--- src/rtl/core/otet_pkg.sv ---
package otet_pkg;

  localparam logic [1:0] REQ_CLEAR  = 2'd0;
  localparam logic [1:0] REQ_CREATE = 2'd1;
  localparam logic [1:0] REQ_TICK   = 2'd2;

  localparam int unsigned TagW  = 8;
  localparam int unsigned TimeW = 32;
  localparam int unsigned DelW  = 16;
  localparam int unsigned TickW = 8;

  localparam logic [TickW-1:0] TickReset = 8'd2;

  typedef struct packed {
    logic [1:0]      req_type;
    logic [TagW-1:0] event_tag;
    logic [DelW-1:0] delay_ms;
  } otet_req_t;

  typedef struct packed {
    logic            status;
    logic            fired;
    logic [TagW-1:0] fired_tag;
  } otet_rsp_t;

  typedef struct packed {
    logic [TagW-1:0]  tag;
    logic [TimeW-1:0] deadline;
  } otet_slot_t;

  // Shared control for every cell of the ring.
  typedef struct packed {
    logic shift;
    logic clr;
  } otet_cell_ctrl_t;

endpackage

--- src/rtl/core/otet_cell.sv ---
module otet_cell (
  input  logic                      clk_i,
  input  logic                      rst_ni,
  input  otet_pkg::otet_cell_ctrl_t ctrl_i,
  input  otet_pkg::otet_slot_t      slot_i,
  output otet_pkg::otet_slot_t      slot_o
);
  import otet_pkg::*;

  otet_slot_t slot_q, slot_d;

  // Clear wins over shift; otherwise take the neighbor's slot on a shift.
  always_comb begin
    slot_d = slot_q;
    if (ctrl_i.clr) begin
      slot_d = '0;
    end else if (ctrl_i.shift) begin
      slot_d = slot_i;
    end
  end

  always_ff @(posedge clk_i or negedge rst_ni) begin
    if (!rst_ni) begin
      slot_q <= '0;
    end else begin
      slot_q <= slot_d;
    end
  end

  assign slot_o = slot_q;

endmodule

--- src/rtl/core/oneshot_timer_event_table.sv ---
// Channel   Direction  Handshake                 Payload
// in        input      in_valid_i / in_stall_o   otet_req_t  (req_type, event_tag, delay_ms)
// out       output     out_valid_o / out_stall_i otet_rsp_t  (status, fired, fired_tag)
// cfg       input      cfg_we_i                  cfg_wdata_i (tick_ms)
//
// Create and tick items are accepted in ST_IDLE, rotate the slot ring once past the head
// cell in ST_SCAN, and load the output register from ST_RESP.
// Clear, null-tag create and unused request codes skip ST_SCAN and go from ST_IDLE to ST_RESP.
// Reset empties every slot, zeroes the time counter and sets tick_ms to 2.
// A stalled result sits in the output register; the next item is still accepted and
// its result waits in the response state until the output register frees up.
module oneshot_timer_event_table #(
  parameter int unsigned SLOTS = 5
) (
  input  logic                          clk_i,
  input  logic                          rst_ni,
  input  logic                          in_valid_i,
  output logic                          in_stall_o,
  input  otet_pkg::otet_req_t           in_data_i,
  output logic                          out_valid_o,
  input  logic                          out_stall_i,
  output otet_pkg::otet_rsp_t           out_data_o,
  input  logic                          cfg_we_i,
  input  logic [otet_pkg::TickW-1:0]    cfg_wdata_i
);
  import otet_pkg::*;

  localparam int unsigned CntW = (SLOTS > 1) ? $clog2(SLOTS) : 1;
  localparam logic [CntW-1:0] LastStep = CntW'(SLOTS - 1);

  typedef enum logic [1:0] {
    ST_IDLE,
    ST_SCAN,
    ST_RESP
  } state_e;

  state_e           state_q, state_d;
  logic [CntW-1:0]  step_q, step_d;
  logic             found_q, found_d;
  logic [TimeW-1:0] time_q, time_d;
  logic [TickW-1:0] tick_q;
  otet_req_t        req_q, req_d;
  otet_rsp_t        rsp_q, rsp_d;
  logic             out_valid_q, out_valid_d;
  otet_rsp_t        out_q, out_d;

  // The slot ring. Cell k takes cell k+1 on a shift; the last cell takes the
  // head (cell 0) after the head has been inspected and possibly rewritten.
  // One full rotation visits slots in index order and restores their places.
  otet_cell_ctrl_t  cell_ctrl;
  otet_slot_t       cell_q [SLOTS];
  otet_slot_t       head_next;
  logic             hit;

  for (genvar k = 0; k < SLOTS; k++) begin : g_cell
    otet_slot_t nb;
    if (k == SLOTS - 1) begin : g_last
      assign nb = head_next;
    end else begin : g_mid
      assign nb = cell_q[k+1];
    end
    otet_cell u_cell (
      .clk_i  (clk_i),
      .rst_ni (rst_ni),
      .ctrl_i (cell_ctrl),
      .slot_i (nb),
      .slot_o (cell_q[k])
    );
  end

  wire accept = in_valid_i && (state_q == ST_IDLE);
  wire out_free = !out_valid_q || !out_stall_i;

  // Head cell inspection: only the first match of a scan acts.
  always_comb begin
    head_next = cell_q[0];
    hit       = 1'b0;
    if (state_q == ST_SCAN && !found_q) begin
      case (req_q.req_type)
        REQ_CREATE: begin
          if (cell_q[0].tag == '0) begin
            hit                = 1'b1;
            head_next.tag      = req_q.event_tag;
            head_next.deadline = time_q + TimeW'(req_q.delay_ms);
          end
        end
        REQ_TICK: begin
          if (cell_q[0].tag != '0 && time_q > cell_q[0].deadline) begin
            hit       = 1'b1;
            head_next = '0;
          end
        end
        default: ;
      endcase
    end
  end

  always_comb begin
    state_d     = state_q;
    step_d      = step_q;
    found_d     = found_q;
    time_d      = time_q;
    req_d       = req_q;
    rsp_d       = rsp_q;
    out_valid_d = out_valid_q;
    out_d       = out_q;
    cell_ctrl   = '0;

    // Drop the held result once taken.
    if (out_valid_q && !out_stall_i) begin
      out_valid_d = 1'b0;
    end

    case (state_q)
      ST_IDLE: begin
        if (accept) begin
          req_d   = in_data_i;
          rsp_d   = '0;
          step_d  = '0;
          found_d = 1'b0;
          case (in_data_i.req_type)
            REQ_CLEAR: begin
              cell_ctrl.clr = 1'b1;
              time_d        = '0;
              state_d       = ST_RESP;
            end
            REQ_CREATE: begin
              if (in_data_i.event_tag == '0) begin
                rsp_d.status = 1'b1;
                state_d      = ST_RESP;
              end else begin
                state_d = ST_SCAN;
              end
            end
            REQ_TICK: begin
              // Advance time before the expiry scan.
              time_d  = time_q + TimeW'(tick_q);
              state_d = ST_SCAN;
            end
            default: state_d = ST_RESP;
          endcase
        end
      end
      ST_SCAN: begin
        cell_ctrl.shift = 1'b1;
        if (hit) begin
          found_d = 1'b1;
          if (req_q.req_type == REQ_TICK) begin
            rsp_d.fired     = 1'b1;
            rsp_d.fired_tag = cell_q[0].tag;
          end
        end
        if (step_q == LastStep) begin
          if (req_q.req_type == REQ_CREATE) begin
            rsp_d.status = !(found_q || hit);
          end
          state_d = ST_RESP;
        end else begin
          step_d = step_q + 1'b1;
        end
      end
      ST_RESP: begin
        if (out_free) begin
          out_valid_d = 1'b1;
          out_d       = rsp_q;
          state_d     = ST_IDLE;
        end
      end
      default: state_d = ST_IDLE;
    endcase
  end

  always_ff @(posedge clk_i or negedge rst_ni) begin
    if (!rst_ni) begin
      state_q     <= ST_IDLE;
      step_q      <= '0;
      found_q     <= 1'b0;
      time_q      <= '0;
      tick_q      <= TickReset;
      out_valid_q <= 1'b0;
    end else begin
      state_q     <= state_d;
      step_q      <= step_d;
      found_q     <= found_d;
      time_q      <= time_d;
      out_valid_q <= out_valid_d;
      if (cfg_we_i) begin
        tick_q <= cfg_wdata_i;
      end
    end
  end

  // Payload registers, no reset needed.
  always_ff @(posedge clk_i) begin
    req_q <= req_d;
    rsp_q <= rsp_d;
    out_q <= out_d;
  end

  assign in_stall_o  = (state_q != ST_IDLE);
  assign out_valid_o = out_valid_q;
  assign out_data_o  = out_q;

  // A fired flag and a non-zero tag always travel together.
  a_fired_tag: assert property (@(posedge clk_i) disable iff (!rst_ni)
    out_valid_o |-> (out_data_o.fired == (out_data_o.fired_tag != '0)))
    else $error("fired flag and fired tag disagree");

  // An error result never reports an expiry.
  a_err_no_fire: assert property (@(posedge clk_i) disable iff (!rst_ni)
    (out_valid_o && out_data_o.status) |-> !out_data_o.fired)
    else $error("error result with fired event");

  // An accepted item blocks the input on the next cycle.
  a_busy_after_accept: assert property (@(posedge clk_i) disable iff (!rst_ni)
    (in_valid_i && !in_stall_o) |=> in_stall_o)
    else $error("input not stalled after accept");

  // The scan step never runs past the last slot.
  a_step_range: assert property (@(posedge clk_i) disable iff (!rst_ni)
    (state_q == ST_SCAN) |-> (step_q <= LastStep))
    else $error("scan step out of range");

endmodule

--- config.mk ---
export PLATFORM = sky130hd
export DESIGN_NAME = oneshot_timer_event_table
export DESIGN_NICKNAME = d
export VERILOG_FILES = /design/src/rtl/core/otet_pkg.sv /design/src/rtl/core/otet_cell.sv /design/src/rtl/core/oneshot_timer_event_table.sv
export SDC_FILE = /design/constraint.sdc
export NUM_CORES = 1
export LEC_CHECK = 0
export BUFFER_PORTS_ARGS = -buffer_cell sky130_fd_sc_hd__buf_4
export CAP_MARGIN = 20
export CORE_ASPECT_RATIO = 0.7
export CORE_UTILIZATION = 45
export CTS_CLUSTER_DIAMETER = 30
export CTS_CLUSTER_SIZE = 40
export DETAILED_ROUTE_END_ITERATION = 12
export GPL_ROUTABILITY_DRIVEN = 0
export GPL_TIMING_DRIVEN = 0
export PLACE_DENSITY = 0.67
export SYNTH_ARGS = -nofsm -noshare
export SYNTH_HDL_FRONTEND = slang
export SYNTH_SLANG_ARGS = --single-unit
--- constraint.sdc ---
create_clock -name clk_i -period 3.1 [get_ports clk_i]
set_clock_uncertainty 0.1 [all_clocks]
set_input_delay 0.31 -clock clk_i [delete_from_list [all_inputs] [get_ports clk_i]]
set_output_delay 0.31 -clock clk_i [all_outputs]
set_load 0.005 [all_outputs]
Word level (Yosys, flattened, before mapping) --
Index checks and enable logic that the tools add are counted.
Word-level totals: bits in registers 293, latch bits 0, bits in writable memories 0, bits in read-only memories 0, word-level logic and storage cells 116, memories kept 0
Cells by class: add/subtract/negate cells 3, multiply operators 0, div/mod/pow operators 0, magnitude comparators 1, eq/ne operators 14, shifts and indexed selects 0, muxes and demuxes 46, bitwise logic cells 0, reductions and logical operators 27
Operators by type and width (count):
- $mux W40 | 13
- $pmux W40 S2 | 1
- $pmux W32 S2 | 1
- $add A32 B16 Y32 | 1
- $add A32 B8 Y32 | 1
- $gt A32 B32 Y1 | 1
- $pmux W10 S2 | 1
- $mux W9 | 2
- $logic_not A8 Y1 | 2
- $mux W1 | 16
- $reduce_and A3 Y1 | 4
- $mux W10 | 1
- $mux W2 | 4
- $ne A2 B2 Y1 const B | 4
- $reduce_and A4 Y1 | 2
- $reduce_bool A2 Y1 | 4
- $reduce_bool A8 Y1 | 1
- $eq A2 B1 Y1 const B | 3
- $eq A2 B2 Y1 const B | 3
- $mux W3 | 2
- $ne A2 B1 Y1 const B | 3
- $pmux W2 S3 | 1
- $pmux W3 S2 | 1
- $logic_and A1 B1 Y1 | 4
- other kinds (8) | 15

Depth between registers and ports, before layout --
depth in word-level cells 10, depth in mapped cells 12, mapped depth without buffers 11

Cells and area by module --
From an unflattened synthesis, not the netlist that was laid out.
Unflattened totals: cell total of the unflattened synthesis 1329, area total of the unflattened synthesis 14815.5 um2
By module, submodules not included:
- otet_cell | times used 5, cells each 129, area each 1657.8 um2, seq. area each 1001.0 um2
- oneshot_timer_event_table | times used 1, cells each 684, area each 6526.3 um2, seq. area each 2558.7 um2

Worst setup path after synthesis --
Ideal clock, no wire load.
path type register to register, from register time_q[0], to register g_cell[4].u_cell.slot_q (netlist bit g_cell[4].u_cell.slot_o[30]), arrival 2.526 ns, data required time 2.874 ns, path slack 0.348 ns, stages on the path, launching flop included 12, path through dfrtp_1 ha_1 inv_1 fa_1 nor2b_1 o2111ai_1 a21oi_1 o21bai_1 a21oi_1 o2111ai_1 xnor2_1 a221o_1
On the way: cells in the longest elaborated chain, start to end 7, elaborated cells between the ends (all ways) 9, classes of those cells add/sub (1); order compare (1); mux (6); reduce/logical (1)
RTL lines:
- start, declared | line oneshot_timer_event_table.sv:40 | logic [TimeW-1:0] time_q, time_d;
- start signal, assigned | line oneshot_timer_event_table.sv:185 | time_q <= time_d;
- $gt A32 B32 Y1 | line oneshot_timer_event_table.sv:88 | if (cell_q[0].tag != '0 && time_q > cell_q[0].deadline) begin
- $logic_and A1 B1 Y1 | line oneshot_timer_event_table.sv:88
- $mux W40 | line oneshot_timer_event_table.sv:88
- $pmux W40 S2 * | line oneshot_timer_event_table.sv:79 | case (req_q.req_type)
- $mux W40 * | line oneshot_timer_event_table.sv:78 | if (state_q == ST_SCAN && !found_q) begin
- $mux W40 * | line otet_cell.sv:17 | end else if (ctrl_i.shift) begin
- $mux W40 * | line otet_cell.sv:15 | if (ctrl_i.clr) begin
- end signal, assigned | line otet_cell.sv:26 | slot_q <= slot_d;
- end, declared | line otet_cell.sv:10 | otet_slot_t slot_q, slot_d;
Every way passes the cells marked *; elsewhere a longest branch is shown, timed or not. The select of a mux whose other input is x is not followed. A chain may end at the register's enable or synchronous reset.

Worst setup path after layout --
from register g_cell[0].u_cell.slot_q (netlist bit g_cell[0].u_cell.slot_o[32]), to register g_cell[4].u_cell.slot_q (netlist bit g_cell[4].u_cell.slot_o[20])
On the way: cells in the longest elaborated chain, start to end 7, elaborated cells between the ends (all ways) 9, classes of those cells mux (6); reduce/logical (3)
RTL lines (line):
- start, declared | otet_cell.sv:10
- start signal, assigned | otet_cell.sv:26
- $reduce_bool A8 Y1 | oneshot_timer_event_table.sv:88
- $logic_and A1 B1 Y1 | oneshot_timer_event_table.sv:88
- $mux W40 | oneshot_timer_event_table.sv:88
- $pmux W40 S2 * | oneshot_timer_event_table.sv:79
- $mux W40 * | oneshot_timer_event_table.sv:78
- $mux W40 * | otet_cell.sv:17
- $mux W40 * | otet_cell.sv:15
Marked as above.

==> flow_summary_export.csv <==
group,metric,value,unit
die,dieWidth,208,um
pwr,sw_frac_of_total,35.9,%
layout,fill_cells,2373,
drt,drt-total-wl,35800,um
sta,final_hold_viol_count,0,
cts,cts_tree,"done",
sta,tns,0,ns
synth,ys.flop_type,"dfrtp_1",
synth,synthCells,1119,
cts,clock-root-buffer,"clkbuf_16",
critical_path,start_kind,"flip-flop",
pwr,vdd_ir_drop_max,664,uV
layout,instances_no_fill,1691,
global_route,grt_pass1_vias,10000,
sta,maxSlewViolCount,0,
pwr,comb_power_share,30.2,%
sta,rsz0062_at_grt,"true",
critical_path,rr_startpoint,"g_cell[0].u_cell.slot_o[32]",
cts,numCtsBuffers,50,
synth,yosysTopAreaCellShare,46.2,%
sta,setup_viol,0,
synth,ys_async_sr_fraction,84.3,%
critical_path,cp_max_fo,10,
die,core_area,29000,sq um
pwr,power_leakage,7.67,nW
layout,nNetsFinal,1376,
layout,diodes,0,
layout,final_core_util,57.4,%
drt,vias,9862,
pwr,pwr-share-seq,34.4,%
critical_path,critPathArrivalTime,3.49,ns
placement,place_hpwl,24000,um
synth,synth_edf_count,46,
critical_path,path_cells,"or4_1 > nor2_1 > nand3_1 > clkbuf_1 > o211ai_1 > a21o_1",
synth,synth-seq-area-share,56.8,%
drt,route.antenna.remaining_nets,0,
synth,ys_warn_count,0,
drt,viasPerCell,5.83,
critical_path,crit_type,"flip-flop to flip-flop",
critical_path,r2r-end,"g_cell[4].u_cell.slot_o[20]",
sta,fin_hold_ws,0.0447,ns
synth,synth_area_leader_cell,"dfrtp_1",
outcome,status,"complete, no violations",
drt,dr.pass1.iters,5,
pwr,p_per_area,946,nW/um^2
pwr,p_sw,5.65,mW
critical_path,cp-startpoint,"g_cell[0].u_cell.slot_o[32]",
cts,clk_pin_slew_worst_paths,0.06,ns
pwr,clkPwrFrac,35.4,%
cts,htreeDepth,2,
drt,first_iter_violations,1061,
critical_path,worst_setup_path_end_kind,"flip-flop",
layout,area_growth,25.0,%
die,initial_utilization,45.9,%
sta,fin_crit_sh,99.9,%
synth,syn_area,13300,sq um
die,die_area,30300,sq um
drt,route.detailed.drc,0,
critical_path,crit_required,3.49,ns
cts,clkSinkCount,293,
placement,place_inst,1549,
pwr,p_int,10.1,mW
cts,clkLatencyLatePin,0.57,ns
critical_path,cp_slowest_cell,"or4_1",
sta,relSlewSlack,45.1,%
critical_path,reg2reg_depth,6,
sta,fin_crit,3.10,ns
drt,wire_per_inst,21.1,um
die,num_rows,52,
layout,drive_gt1_share,17.1,%
global_route,grt_max_degree,122,
flow_run,max-cap-violations,0,
critical_path,worst-r2r-setup-slack,0.004,ns
placement,portBuffers,49,
critical_path,critPathMaxStageDelay,0.61,ns
synth,ys_seq_elements,293,
sta,tightest_slew,0.817,ns
synth,synthTopCellsByArea,"dfrtp_1 46%, a22o_1 11%, edfxtp_1 10%",
cts,clock_path_buffers,3,
global_route,antenna_found_initial,0,
synth,ys_types,63,
synth,synth_nets,1223,
die,die_h,146,um
global_route,grt_remaining_overflow,0,
synth,synth_area_per_cell,11.9,sq um
die,ioPinCount,51,
sta,max_freq,0.323,GHz
global_route,grt_first_pass_wirelength,57200,um
global_route,grt_usage,24.3,%
worst_hold_path,hp-class,"primary input to asynchronous set/reset pin",
cell usage after synthesis (3+ instances only):
master,number
nor2b_1,9
buf_6,3
and4_1,3
and3_1,8
nor2_1,71
nand2_1,57
a21boi_0,3
o21bai_1,3
a21oi_1,35
o21ai_0,37
a221o_1,24
xnor2_1,28
o211ai_1,5
a22oi_1,9
edfxtp_1,46
or4_1,3
nor4_1,4
a22o_1,170
inv_1,55
a21o_1,13
clkbuf_1,58
nand2b_1,4
xor2_1,25
or2_2,3
a211oi_1,3
and2_1,19
mux2_2,8
nor3_1,8
nand3_1,20
dfrtp_1,246
or3_1,7
a31oi_1,3
a211o_1,6
nand4_1,13
nor3b_1,4
ha_1,63
o21a_1,6
mux2i_1,6
flip-flops by register name, indices dropped and copies added (netlist names):
signal                count
out_data_o               10
found_q                   1
state_q                   2
out_valid_o               1
step_q                    3
time_q                   32
g_cell.u_cell.slot_o    200
req_q                    26
rsp_q                    10
tick_q                    8
layer usage:
| metal | wire length (um) | GRT usage [%] |
|---|---|---|
| met1 | 16800 | 36.0 |
| met2 | 15200 | 34.9 |
| met3 | 3040 | 6.47 |
| met4 | 731 | 6.90 |
| met5 | 0 | 0 |
layout make-up:
cell class              instances  area [sq um]  area share, %
clock buffers                  60          1370           8.23
flip-flops and latches        293          7570           45.5
well taps                     378           473           2.84
plain buffers                  61           282           1.69
repair buffers                102           957           5.75
clock inverters                33           363           2.18
inverters                      56           210           1.26
multi-input cells             708          5420           32.6
kinds of logic after synthesis:
kind of cell    Yosys count  synth area share, %
compound gates          338                 20.1
xor+xnor                 53                 3.49
fa+ha+maj                65                 6.22
buf+inv                 118                 3.50
flops                   293                 56.8
mux                      14                 1.13
simple gates            238                 8.78
critical path: cells and delay by family, from the launching register on:
family / cells / cell delay [ns]
AO/OA/AOI/OAI: 2 / 0.40
buffers and inverters: 1 / 0.44
flip-flops: 1 / 0.40
AND/OR/NAND/NOR: 3 / 1.68
how the worst max path moves through the flow:
| stage | to | slack, ns |
|---|---|---|
| after floorplan | g_cell[4].u_cell.slot_o[30] | 0.35 |
| after global placement | time_q[19] | -0.82 |
| after detailed placement | g_cell[4].u_cell.slot_o[23] | -0.48 |
| after CTS | g_cell[2].u_cell.slot_o[23] | -0.04 |
| after global routing | g_cell[4].u_cell.slot_o[20] | -0.12 |
| final | g_cell[4].u_cell.slot_o[20] | 0.004 |
layout by cell type (no fill, tap or decap), types with 6 or more instances in the layout:
master         count
dfrtp_1          241
a22o_1           170
nor2_1            70
ha_1              60
buf_4             57
nand2_1           56
inv_1             53
clkbuf_16         51
edfxtp_1          46
clkbuf_1          41
dlygate4sd3_1     37
o21ai_0           36
a21oi_1           33
xnor2_1           28
xor2_1            25
a221o_1           24
nand3_1           20
clkbuf_2          19
and2_1            19
a21o_1            13
nand4_1           13
clkinv_4          12
a22oi_1            9
and3_1             8
mux2_2             8
nor2b_1            7
nor3_1             7
or3_1              7
mux2i_1            6
a211o_1            6
clkinvlp_4         6
clkbuf_8           6
per-stage QoR:
stage / setup slack [ns] / area, sq um / power (mW)
after detailed placement: -0.485 / 14200 / 9.70
after floorplan: 0.348 / 13300 / 8.09
after global routing: -0.119 / 16600 / 16.5
final: 0.00394 / 16600 / 15.7
after CTS: -0.0386 / 16600 / 15.6
after global placement: -0.818 / 14200 / 9.58
power groups by stage:
| stage | Combinational (mW) | Sequential (mW) | Clock [mW] |
|---|---|---|---|
| after floorplan | 2.83 | 5.26 | 0 |
| after global placement | 4.13 | 5.44 | 0 |
| after detailed placement | 4.24 | 5.45 | 0 |
| after CTS | 4.60 | 5.40 | 5.63 |
| after global routing | 5.17 | 5.50 | 5.84 |
| final | 4.76 | 5.41 | 5.57 |
repair_timing:
action | 4_1_cts | 5_1_grt
endpoints found under the hold margin | 282 | 0
hold buffers | 37 | 0
gates resized for setup | 26 | 48
setup endpoints to repair | 110 | 227
buffers inserted | 11 | 1
pin swaps | 6 | 5
Power figures use the tool's default switching activity.
